--- src/rtl/core/smd_pkg.sv ---
// Shared types, codes and field widths of the spectrogram max downscaler.
package smd_pkg;

  localparam int unsigned OPCODE_W   = 2;
  localparam int unsigned PIXEL_W    = 16;
  localparam int unsigned COORD_W    = 8;
  localparam int unsigned STATUS_W   = 2;
  localparam int unsigned CFG_IDX_W  = 3;
  localparam int unsigned CFG_DATA_W = 17;
  localparam int unsigned CNT_REG_W  = 13;
  localparam int unsigned STEP_W     = 17;
  localparam int unsigned TEX_REG_W  = 9;
  localparam int unsigned POS_W      = 25;
  localparam int unsigned FRAC_W     = 16;

  localparam logic [OPCODE_W-1:0] OP_SAMPLE = 2'd0;
  localparam logic [OPCODE_W-1:0] OP_READ   = 2'd1;
  localparam logic [OPCODE_W-1:0] OP_START  = 2'd2;

  localparam logic [STATUS_W-1:0] ST_OK      = 2'd0;
  localparam logic [STATUS_W-1:0] ST_DROPPED = 2'd1;
  localparam logic [STATUS_W-1:0] ST_IGNORED = 2'd2;

  localparam logic [CFG_IDX_W-1:0] CFG_COLS_PER_ROW   = 3'd0;
  localparam logic [CFG_IDX_W-1:0] CFG_ROWS_PER_IMAGE = 3'd1;
  localparam logic [CFG_IDX_W-1:0] CFG_COL_STEP       = 3'd2;
  localparam logic [CFG_IDX_W-1:0] CFG_ROW_STEP       = 3'd3;
  localparam logic [CFG_IDX_W-1:0] CFG_TEX_WIDTH      = 3'd4;
  localparam logic [CFG_IDX_W-1:0] CFG_TEX_HEIGHT     = 3'd5;

  localparam logic [CNT_REG_W-1:0] CNT_RST  = 13'd1;
  localparam logic [STEP_W-1:0]    STEP_ONE = 17'd65536;
  localparam logic [TEX_REG_W-1:0] TEX_RST  = 9'd256;

  typedef struct packed {
    logic                valid;
    logic                store;
    logic                fetch;
    logic [STATUS_W-1:0] status;
    logic                complete;
  } req_t;

endpackage

--- src/rtl/core/smd_ctrl.sv ---
// Configuration registers, position counters, address generation and clearing sweep.
module smd_ctrl #(
  parameter int unsigned TEX_DIM     = 256,
  parameter int unsigned SRC_DIM     = 4096,
  parameter int unsigned SAMPLE_BITS = 16
) (
  input  logic                               clk_i,
  input  logic                               rst_ni,
  input  logic                               cfg_we_i,
  input  logic [smd_pkg::CFG_IDX_W-1:0]      cfg_idx_i,
  input  logic [smd_pkg::CFG_DATA_W-1:0]     cfg_data_i,
  input  logic                               start_i,
  input  logic [smd_pkg::OPCODE_W-1:0]       opcode_i,
  input  logic [smd_pkg::PIXEL_W-1:0]        power_sample_i,
  input  logic [smd_pkg::COORD_W-1:0]        read_col_i,
  input  logic [smd_pkg::COORD_W-1:0]        read_row_i,
  output logic                               busy_o,
  output logic                               rd_en_o,
  output logic [$clog2(TEX_DIM*TEX_DIM)-1:0] rd_addr_o,
  output logic                               clr_en_o,
  output logic [$clog2(TEX_DIM*TEX_DIM)-1:0] clr_addr_o,
  output smd_pkg::req_t                      req_o,
  output logic [$clog2(TEX_DIM*TEX_DIM)-1:0] wr_addr_o,
  output logic [((SAMPLE_BITS < 16) ? SAMPLE_BITS : 16)-1:0] sample_o
);

  localparam int unsigned CELLS   = TEX_DIM * TEX_DIM;
  localparam int unsigned AW      = $clog2(CELLS);
  localparam int unsigned MW      = (SAMPLE_BITS < 16) ? SAMPLE_BITS : 16;
  localparam int unsigned CNT_MAX = (1 << smd_pkg::CNT_REG_W) - 1;
  localparam int unsigned SRC_LIM = (SRC_DIM < CNT_MAX) ? SRC_DIM : CNT_MAX;
  localparam int unsigned CW      = $clog2(SRC_LIM + 1);
  localparam int unsigned TW      = smd_pkg::TEX_REG_W;
  localparam int unsigned PW      = smd_pkg::POS_W;

  function automatic logic [smd_pkg::CNT_REG_W-1:0] clamp_cnt(
    input logic [smd_pkg::CNT_REG_W-1:0] v
  );
    logic [smd_pkg::CNT_REG_W-1:0] r;
    if (v == '0) begin
      r = smd_pkg::CNT_REG_W'(1);
    end else if (32'(v) > 32'(SRC_DIM)) begin
      r = smd_pkg::CNT_REG_W'(SRC_DIM);
    end else begin
      r = v;
    end
    return r;
  endfunction

  function automatic logic [TW-1:0] clamp_tex(input logic [TW-1:0] v);
    logic [TW-1:0] r;
    if (v == '0) begin
      r = TW'(1);
    end else if (32'(v) > 32'(TEX_DIM)) begin
      r = TW'(TEX_DIM);
    end else begin
      r = v;
    end
    return r;
  endfunction

  function automatic logic [smd_pkg::STEP_W-1:0] clamp_step(
    input logic [smd_pkg::STEP_W-1:0] v
  );
    return (v > smd_pkg::STEP_ONE) ? smd_pkg::STEP_ONE : v;
  endfunction

  function automatic logic [PW-1:0] sat_add(
    input logic [PW-1:0]             pos,
    input logic [smd_pkg::STEP_W-1:0] step
  );
    logic [PW:0] sum;
    sum = {1'b0, pos} + (PW+1)'(step);
    return sum[PW] ? {PW{1'b1}} : sum[PW-1:0];
  endfunction

  logic [smd_pkg::CNT_REG_W-1:0] cols_q, rows_q;
  logic [smd_pkg::STEP_W-1:0]    col_step_q, row_step_q;
  logic [TW-1:0]                 tex_w_q, tex_h_q;

  logic [CW-1:0] col_count_q, col_count_d, row_count_q, row_count_d;
  logic [PW-1:0] pos_x_q, pos_x_d, pos_y_q, pos_y_d;
  logic          busy_q;
  logic [AW-1:0] clr_addr_q;

  smd_pkg::req_t req_q, req_d;
  logic [AW-1:0] wr_addr_q;
  logic [MW-1:0] sample_q;

  logic [smd_pkg::CNT_REG_W-1:0] cpr, rpi;
  logic [TW-1:0]                 tw, th;
  logic [TW-1:0]                 pix_x, pix_y;
  logic                          accept, done_now, in_tex, rd_in;
  logic [CW:0]                   col_next;
  logic [31:0]                   smp_addr, rd_addr;

  always_ff @(posedge clk_i or negedge rst_ni) begin
    if (!rst_ni) begin
      cols_q     <= smd_pkg::CNT_RST;
      rows_q     <= smd_pkg::CNT_RST;
      col_step_q <= smd_pkg::STEP_ONE;
      row_step_q <= smd_pkg::STEP_ONE;
      tex_w_q    <= smd_pkg::TEX_RST;
      tex_h_q    <= smd_pkg::TEX_RST;
    end else if (cfg_we_i) begin
      unique case (cfg_idx_i)
        smd_pkg::CFG_COLS_PER_ROW:   cols_q     <= cfg_data_i[smd_pkg::CNT_REG_W-1:0];
        smd_pkg::CFG_ROWS_PER_IMAGE: rows_q     <= cfg_data_i[smd_pkg::CNT_REG_W-1:0];
        smd_pkg::CFG_COL_STEP:       col_step_q <= cfg_data_i;
        smd_pkg::CFG_ROW_STEP:       row_step_q <= cfg_data_i;
        smd_pkg::CFG_TEX_WIDTH:      tex_w_q    <= cfg_data_i[TW-1:0];
        smd_pkg::CFG_TEX_HEIGHT:     tex_h_q    <= cfg_data_i[TW-1:0];
        default: ;
      endcase
    end
  end

  assign cpr      = clamp_cnt(cols_q);
  assign rpi      = clamp_cnt(rows_q);
  assign tw       = clamp_tex(tex_w_q);
  assign th       = clamp_tex(tex_h_q);
  assign accept   = start_i && !busy_q;
  assign done_now = 32'(row_count_q) >= 32'(rpi);
  assign pix_x    = pos_x_q[PW-1:smd_pkg::FRAC_W];
  assign pix_y    = pos_y_q[PW-1:smd_pkg::FRAC_W];
  assign in_tex   = (pix_x < tw) && (pix_y < th);
  assign rd_in    = (TW'(read_col_i) < tw) && (TW'(read_row_i) < th);
  assign col_next = {1'b0, col_count_q} + (CW+1)'(1);
  assign smp_addr = 32'(pix_y) * 32'(TEX_DIM) + 32'(pix_x);
  assign rd_addr  = 32'(read_row_i) * 32'(TEX_DIM) + 32'(read_col_i);

  always_comb begin
    col_count_d  = col_count_q;
    row_count_d  = row_count_q;
    pos_x_d      = pos_x_q;
    pos_y_d      = pos_y_q;
    req_d        = '0;
    req_d.valid  = accept;
    req_d.status = smd_pkg::ST_OK;
    if (accept) begin
      unique case (opcode_i)
        smd_pkg::OP_SAMPLE: begin
          if (done_now) begin
            req_d.status = smd_pkg::ST_IGNORED;
          end else begin
            req_d.store = in_tex;
            if (!in_tex) begin
              req_d.status = smd_pkg::ST_DROPPED;
            end
            if (32'(col_next) >= 32'(cpr)) begin
              col_count_d = '0;
              pos_x_d     = '0;
              row_count_d = row_count_q + CW'(1);
              pos_y_d     = sat_add(pos_y_q, clamp_step(row_step_q));
            end else begin
              col_count_d = col_next[CW-1:0];
              pos_x_d     = sat_add(pos_x_q, clamp_step(col_step_q));
            end
          end
        end
        smd_pkg::OP_READ: begin
          req_d.fetch = rd_in;
        end
        smd_pkg::OP_START: begin
          col_count_d = '0;
          row_count_d = '0;
          pos_x_d     = '0;
          pos_y_d     = '0;
        end
        default: ;
      endcase
    end
    req_d.complete = 32'(row_count_d) >= 32'(rpi);
  end

  always_ff @(posedge clk_i or negedge rst_ni) begin
    if (!rst_ni) begin
      col_count_q <= '0;
      row_count_q <= '0;
      pos_x_q     <= '0;
      pos_y_q     <= '0;
      busy_q      <= 1'b1;
      clr_addr_q  <= '0;
      req_q       <= '0;
    end else begin
      col_count_q <= col_count_d;
      row_count_q <= row_count_d;
      pos_x_q     <= pos_x_d;
      pos_y_q     <= pos_y_d;
      req_q       <= req_d;
      if (accept && (opcode_i == smd_pkg::OP_START)) begin
        busy_q     <= 1'b1;
        clr_addr_q <= '0;
      end else if (busy_q) begin
        clr_addr_q <= clr_addr_q + AW'(1);
        if (clr_addr_q == AW'(CELLS - 1)) begin
          busy_q <= 1'b0;
        end
      end
    end
  end

  always_ff @(posedge clk_i) begin
    wr_addr_q <= smp_addr[AW-1:0];
    sample_q  <= power_sample_i[MW-1:0];
  end

  assign busy_o     = busy_q;
  assign rd_en_o    = accept;
  assign rd_addr_o  = (opcode_i == smd_pkg::OP_READ) ? rd_addr[AW-1:0] : smp_addr[AW-1:0];
  assign clr_en_o   = busy_q;
  assign clr_addr_o = clr_addr_q;
  assign req_o      = req_q;
  assign wr_addr_o  = wr_addr_q;
  assign sample_o   = sample_q;

endmodule

--- config.mk ---
export PLATFORM = sky130hd
export DESIGN_NAME = smd_ctrl
export DESIGN_NICKNAME = d
export VERILOG_FILES = /design/src/rtl/core/smd_pkg.sv /design/src/rtl/core/smd_ctrl.sv
export SDC_FILE = /design/constraint.sdc
export NUM_CORES = 1
export LEC_CHECK = 0
export ABC_AREA = 1
export BUFFER_PORTS_ARGS = -buffer_cell sky130_fd_sc_hd__buf_2
export CORE_MARGIN = 3
export CORE_UTILIZATION = 60
export DETAILED_ROUTE_END_ITERATION = 10
export GPL_TIMING_DRIVEN = 0
export PLACE_DENSITY_LB_ADDON = 0.3
export RECOVER_POWER = 25
export SLEW_MARGIN = 20
export SYNTH_ARGS = -nofsm -noshare
export SYNTH_HDL_FRONTEND = slang
export SYNTH_SLANG_ARGS = --single-unit
--- constraint.sdc ---
create_clock -name clk_i -period 9 [get_ports clk_i]
set_input_delay 2.7 -clock clk_i [delete_from_list [all_inputs] [get_ports clk_i]]
set_output_delay 2.7 -clock clk_i [all_outputs]
set_load 0.01 [all_outputs]
; After elaboration in Yosys (flattened, before gate mapping)
; Cells that the tools add are included.
[totals]
regBits = 209
latch_bits = 0
mem_bits_rw = 0
rom_bits = 0
input_bits = 58
output_inout_bits = 73
n_memories = 0
[op_classes]
add_sub_neg = 7
multipliers = 0
div_mod_pow = 0
order_cmp = 13
eq_ne = 10
n_shift = 0
mux = 38
n_bitwise = 0
n_reduce_logical = 21
[ops]
columns = cell, count
row1 = 2-to-1 mux 25 bit, 6
row2 = 2-to-1 mux 13 bit, 9
row3 = one-hot mux 25 bit (2 select lines), 2
row4 = adder 25 x 17 -> 26 bit, 2
row5 = one-hot mux 13 bit (2 select lines), 2
row6 = 2-to-1 mux 16 bit, 3
row7 = 2-to-1 mux 9 bit, 4
row8 = "> comparator 17 bit, second input constant", 2
row9 = 2-to-1 mux 17 bit, 2
row10 = >= comparator 13 bit, 2
row11 = "> comparator 13 bit, second input constant", 2
row12 = zero test 13 bit, 2
row13 = "> comparator 9 bit, second input constant", 2
row14 = zero test 9 bit, 2
row15 = less-than comparator 8 x 9 -> 1 bit, 2
row16 = less-than comparator 9 bit, 2
row17 = "adder 16 x 1 -> 16 bit, second input constant", 1
row18 = adder 16 x 8 -> 16 bit, 1
row19 = adder 16 x 9 -> 16 bit, 1
row20 = "== test 16 bit, second input constant", 1
row21 = "adder 13 x 1 -> 14 bit, second input constant", 1
row22 = >= comparator 14 x 13 -> 1 bit, 1
row23 = "adder 13 x 1 -> 13 bit, second input constant", 1
row24 = AND reduction 2 bit, 6
row25 = other kinds (16), 30

; Logic depth before layout (Yosys ltp)
[logic_depth]
depth_word = 9
mapped_depth = 31

; Worst setup path after synthesis
; Ideal clock, no wire load.
[synth_path]
path_type = input-to-output
from = input opcode_i[1] (netlist name)
to = output rd_addr_o[13]
arrival_time_ns = 3.615
required_time_ns = 6.300
slack_ns = 2.685
path_stages = 4
path_buffers = 1
path_cell_list = inv_1 nand2_1 clkbuf_1 mux2_2
[synth_via]
elab_chain_len = 2
[synth_rtl]
columns = item, line
row1 = from (decl), smd_ctrl.sv:13  ; input logic [smd_pkg::OPCODE_W-1:0] opcode_i,
row2 = == test 2 x 1 -> 1 bit, smd_ctrl.sv:210  ; assign rd_addr_o = (opcode_i == smd_pkg::OP_READ) ? rd_addr[AW-1:0] : smp_addr[AW-1:0];
row3 = 2-to-1 mux 16 bit, smd_ctrl.sv:210
row4 = to (decl), smd_ctrl.sv:19  ; output logic [$clog2(TEX_DIM*TEX_DIM)-1:0] rd_addr_o,
; Every way passes these cells.

; Final worst setup path
; Same ends and word-level chain as after synthesis.

==> run summary <==
Die ar.: 23800 um2
Avg WL per Cell: 16.1 um
Gr ovfl total: 0
Distinct cells, synth: 49
Leakage: 0.00801 uW
Die Width: 154 um
FILL cells: 1744
Predominant post-synthesis flop cell: dfrtp_1
Area post-placement: 14200 um2
Final core utilization: 70.5%
Combinational power share: 35.3%
RePlAce Congestion: 0.985
Final wirelength: 36.4 mm
Period Utilization, post-route: 76.5%
ANT cells: 0
Slew Viols, Final: 84
Register area: 5080 um2
Synth area leaders: dfrtp_1 32%, nand2_1 15%, ha_1 10%, inv_1 6.2%, o21ai_0 5.8%
Top-level port count: 131
Detailed Routing Iterations Pass 1: 7
Cell row count: 53
Status: finished, violations left
Net Sw Frac: 38.3%
Die Y: 154 um
Core area: 21300 um2
Mapped cell area: 13200 um2
Reg power frac: 36.8%
FMAX: 145 MHz
Sinks on Clock Net: 209
Buffers on Ports: 130
Failing checks: max-capacitance violations, max-slew violations
Final Hold Viols: 0
Yosys warns: 0
Hold-fix buffer count after cts: 0
Post-synth EDFFs: 0
CTS buffer count: 24
Maximum vdd drop: 165 uV
Syn nets: 1974
CTS clk-pin slew, worst paths: 60 ps
Adder-cell share of the synthesized area: 10.7%
Main combinational cell family by area after synthesis: simple AND/OR/NAND/NOR gates
All-layer global routing usage: 30.6%
Post-DRT Antenna Nets: 0
Final setup TNS: 0 ps
Detailed-route vias per instance: 5.65
Mux contribution to synthesized area: 0.682%
Post-CTS Setup Inserts: 0
Final Skew: 27.9 ps
Int Power: 2150 uW
Switching power: 1340 uW
Global-route wire length before repair: 60.7 mm
Synth Area in Compound Gates: 11.7%
Synthesis-stage register bit count: 209
Synth Area in Simple Gates: 28.6%
Area Growth Syn to Fin: 13.8%
Slew @ Worst Pin: 4700 ps
Final setup violation count: 0
Multi-input combinational cell area: 7070 um2
Startpoint types: input port
Layout cell share with drive strength beyond 1: 11.5%
Largest net degree at the start of global routing: 95
Synth cell count leaders: 522 x nand2_1, 218 x inv_1, 180 x nor2_1, 170 x dfrtp_1, 152 x o21ai_0
Clk root buf: clkbuf_16
FF-to-FF path depth: 27
Max H-tree Level: 1
PostCTS Resize Cnt: 0
Later-pin clock latency in the skew report: 530 ps
Final routed DRC violation total: 0
RSZ-0062 raised after global routing: false
Total power: 3490 uW
Share of the yosys chip area belonging to registers: 38.5%
Max-capacitance violation count: 1
Minimum clock period: 6880 ps
Critical path endpoint category: output port
Worst-path fanout max: 10
Post-route design area: 15000 um2
Vias in the first global route: 12700
Initial Util: 62.0%
DR vias: 12800
Clock group share of total power: 28.0%
Detailed placement HPWL: 27.8 mm
Crit path arrival time: 4180 ps
Initial DRC Count: 952
Clock Tree Buf Depth: 3
WS Path Type: input port to output port
Ys async rst share: 84.7%
CTS tree: yes
Cells after Synth: 1806
Hold path depth: 2
Count leader, synth: nand2_1
P per Cell Area: 232 nW/um2
Post-Synth XOR/XNOR Area: 1.92%
Req. time, crit path: 6300 ps
Largest area contributor in the netlist: dfrtp_1
Rel. slew slack: -213%
Hold Crit Class: register to register
Fin nets: 2131
Synth top area share: 32.2%
Syn_area_per_cell: 7.31 um2
Initial antenna violation count: 0
-- final cells by class --
cell class	count	share of cell area, %
Buffer	35	1.31
Clock buffer	34	4.67
Clock inverter	10	0.667
Inverter	227	5.67
Multi-Input combinational cell	1335	47.1
Sequential cell	209	33.8
Tap cell	275	2.29
Timing Repair Buffer	131	4.50
-- logic make-up (layout without fill, tap and decap cells) --
family | after synthesis | count (layout)
simple gates | 894 | 894
compound gates | 292 | 292
buf+inv | 262 | 437
flops | 209 | 209
fa+ha+maj | 112 | 112
xor+xnor | 29 | 29
mux | 8 | 8
-- power by group through the flow --
stage,Combinational (uW),Sequential (uW),Clock [uW]
after global routing,1410,1310,1030
after global placement,1160,1280,0
after floorplan,876,1260,0
after CTS,1220,1280,988
after detailed placement,1210,1290,0
final,1230,1280,974
-- critical path, stage by stage --
cell	delay, ps
buf_2	90
inv_1	70
nand2_1	210
clkbuf_1	560
mux2_2	400
buf_2	140
-- path summary, 6_finish.rpt --
path	start	endpoint	slack (ps)
worst max-delay path	opcode_i[1]	rd_addr_o[13]	2120
worst min-delay path	pos_y_q[8]	pos_y_q[8]	480
worst max register to register	col_count_q[0]	req_o[0]	4480
worst min register to register	pos_y_q[8]	pos_y_q[8]	480
max in group asynchronous	rst_ni	row_count_q[12]	2480
min in group asynchronous	rst_ni	pos_x_q[6]	3860
-- cells in the final DEF (no fill, tap or decap), types with 7 or more instances in the layout --
cell type	netlist	layout
nand2_1	522	524
inv_1	218	218
nor2_1	180	180
dfrtp_1	170	170
o21ai_0	152	152
buf_2	7	135
ha_1	108	108
a21oi_1	94	94
nand3_1	79	79
nand4_1	34	34
nor3_1	34	34
dfxtp_1	32	32
xor2_1	27	27
clkbuf_1	18	26
clkbuf_16	0	26
nor4_1	15	15
o21ai_1	11	11
mux2_2	8	8
o22ai_1	7	7
dfstp_2	7	7
-- per-stage QoR --
stage                     instances  hold WS [ps]  setup slack, ps
after floorplan                1806           410             2680
after global placement         2211           462             2130
after detailed placement       2212           469             2110
after CTS                      2256           483             2110
after global routing           2256           513             1580
final                          2256           481             2120
-- routing by layer --
metal / GRT usage (%) / wire length [um] / vias to the layer above / part of all wire, %
li1: - / - / 6202 / -
met1: 40.0 / 15300 / 5959 / 42
met2: 51.9 / 16900 / 493 / 47
met3: 4.70 / 2730 / 98 / 7.5
met4: 11.3 / 1420 / 0 / 3.9
met5: 0 / 0 / - / 0
-- registers in the layout (all words and copies together), names as in the netlist --
signal       count
pos_x_q         25
col_count_q     13
tex_h_q          9
clr_addr_o      16
rows_q          13
cols_q          13
req_o            6
col_step_q      17
row_step_q      17
sample_o        16
busy_o           1
pos_y_q         25
row_count_q     13
tex_w_q          9
wr_addr_o       16
(Power assumes the default switching activity.)
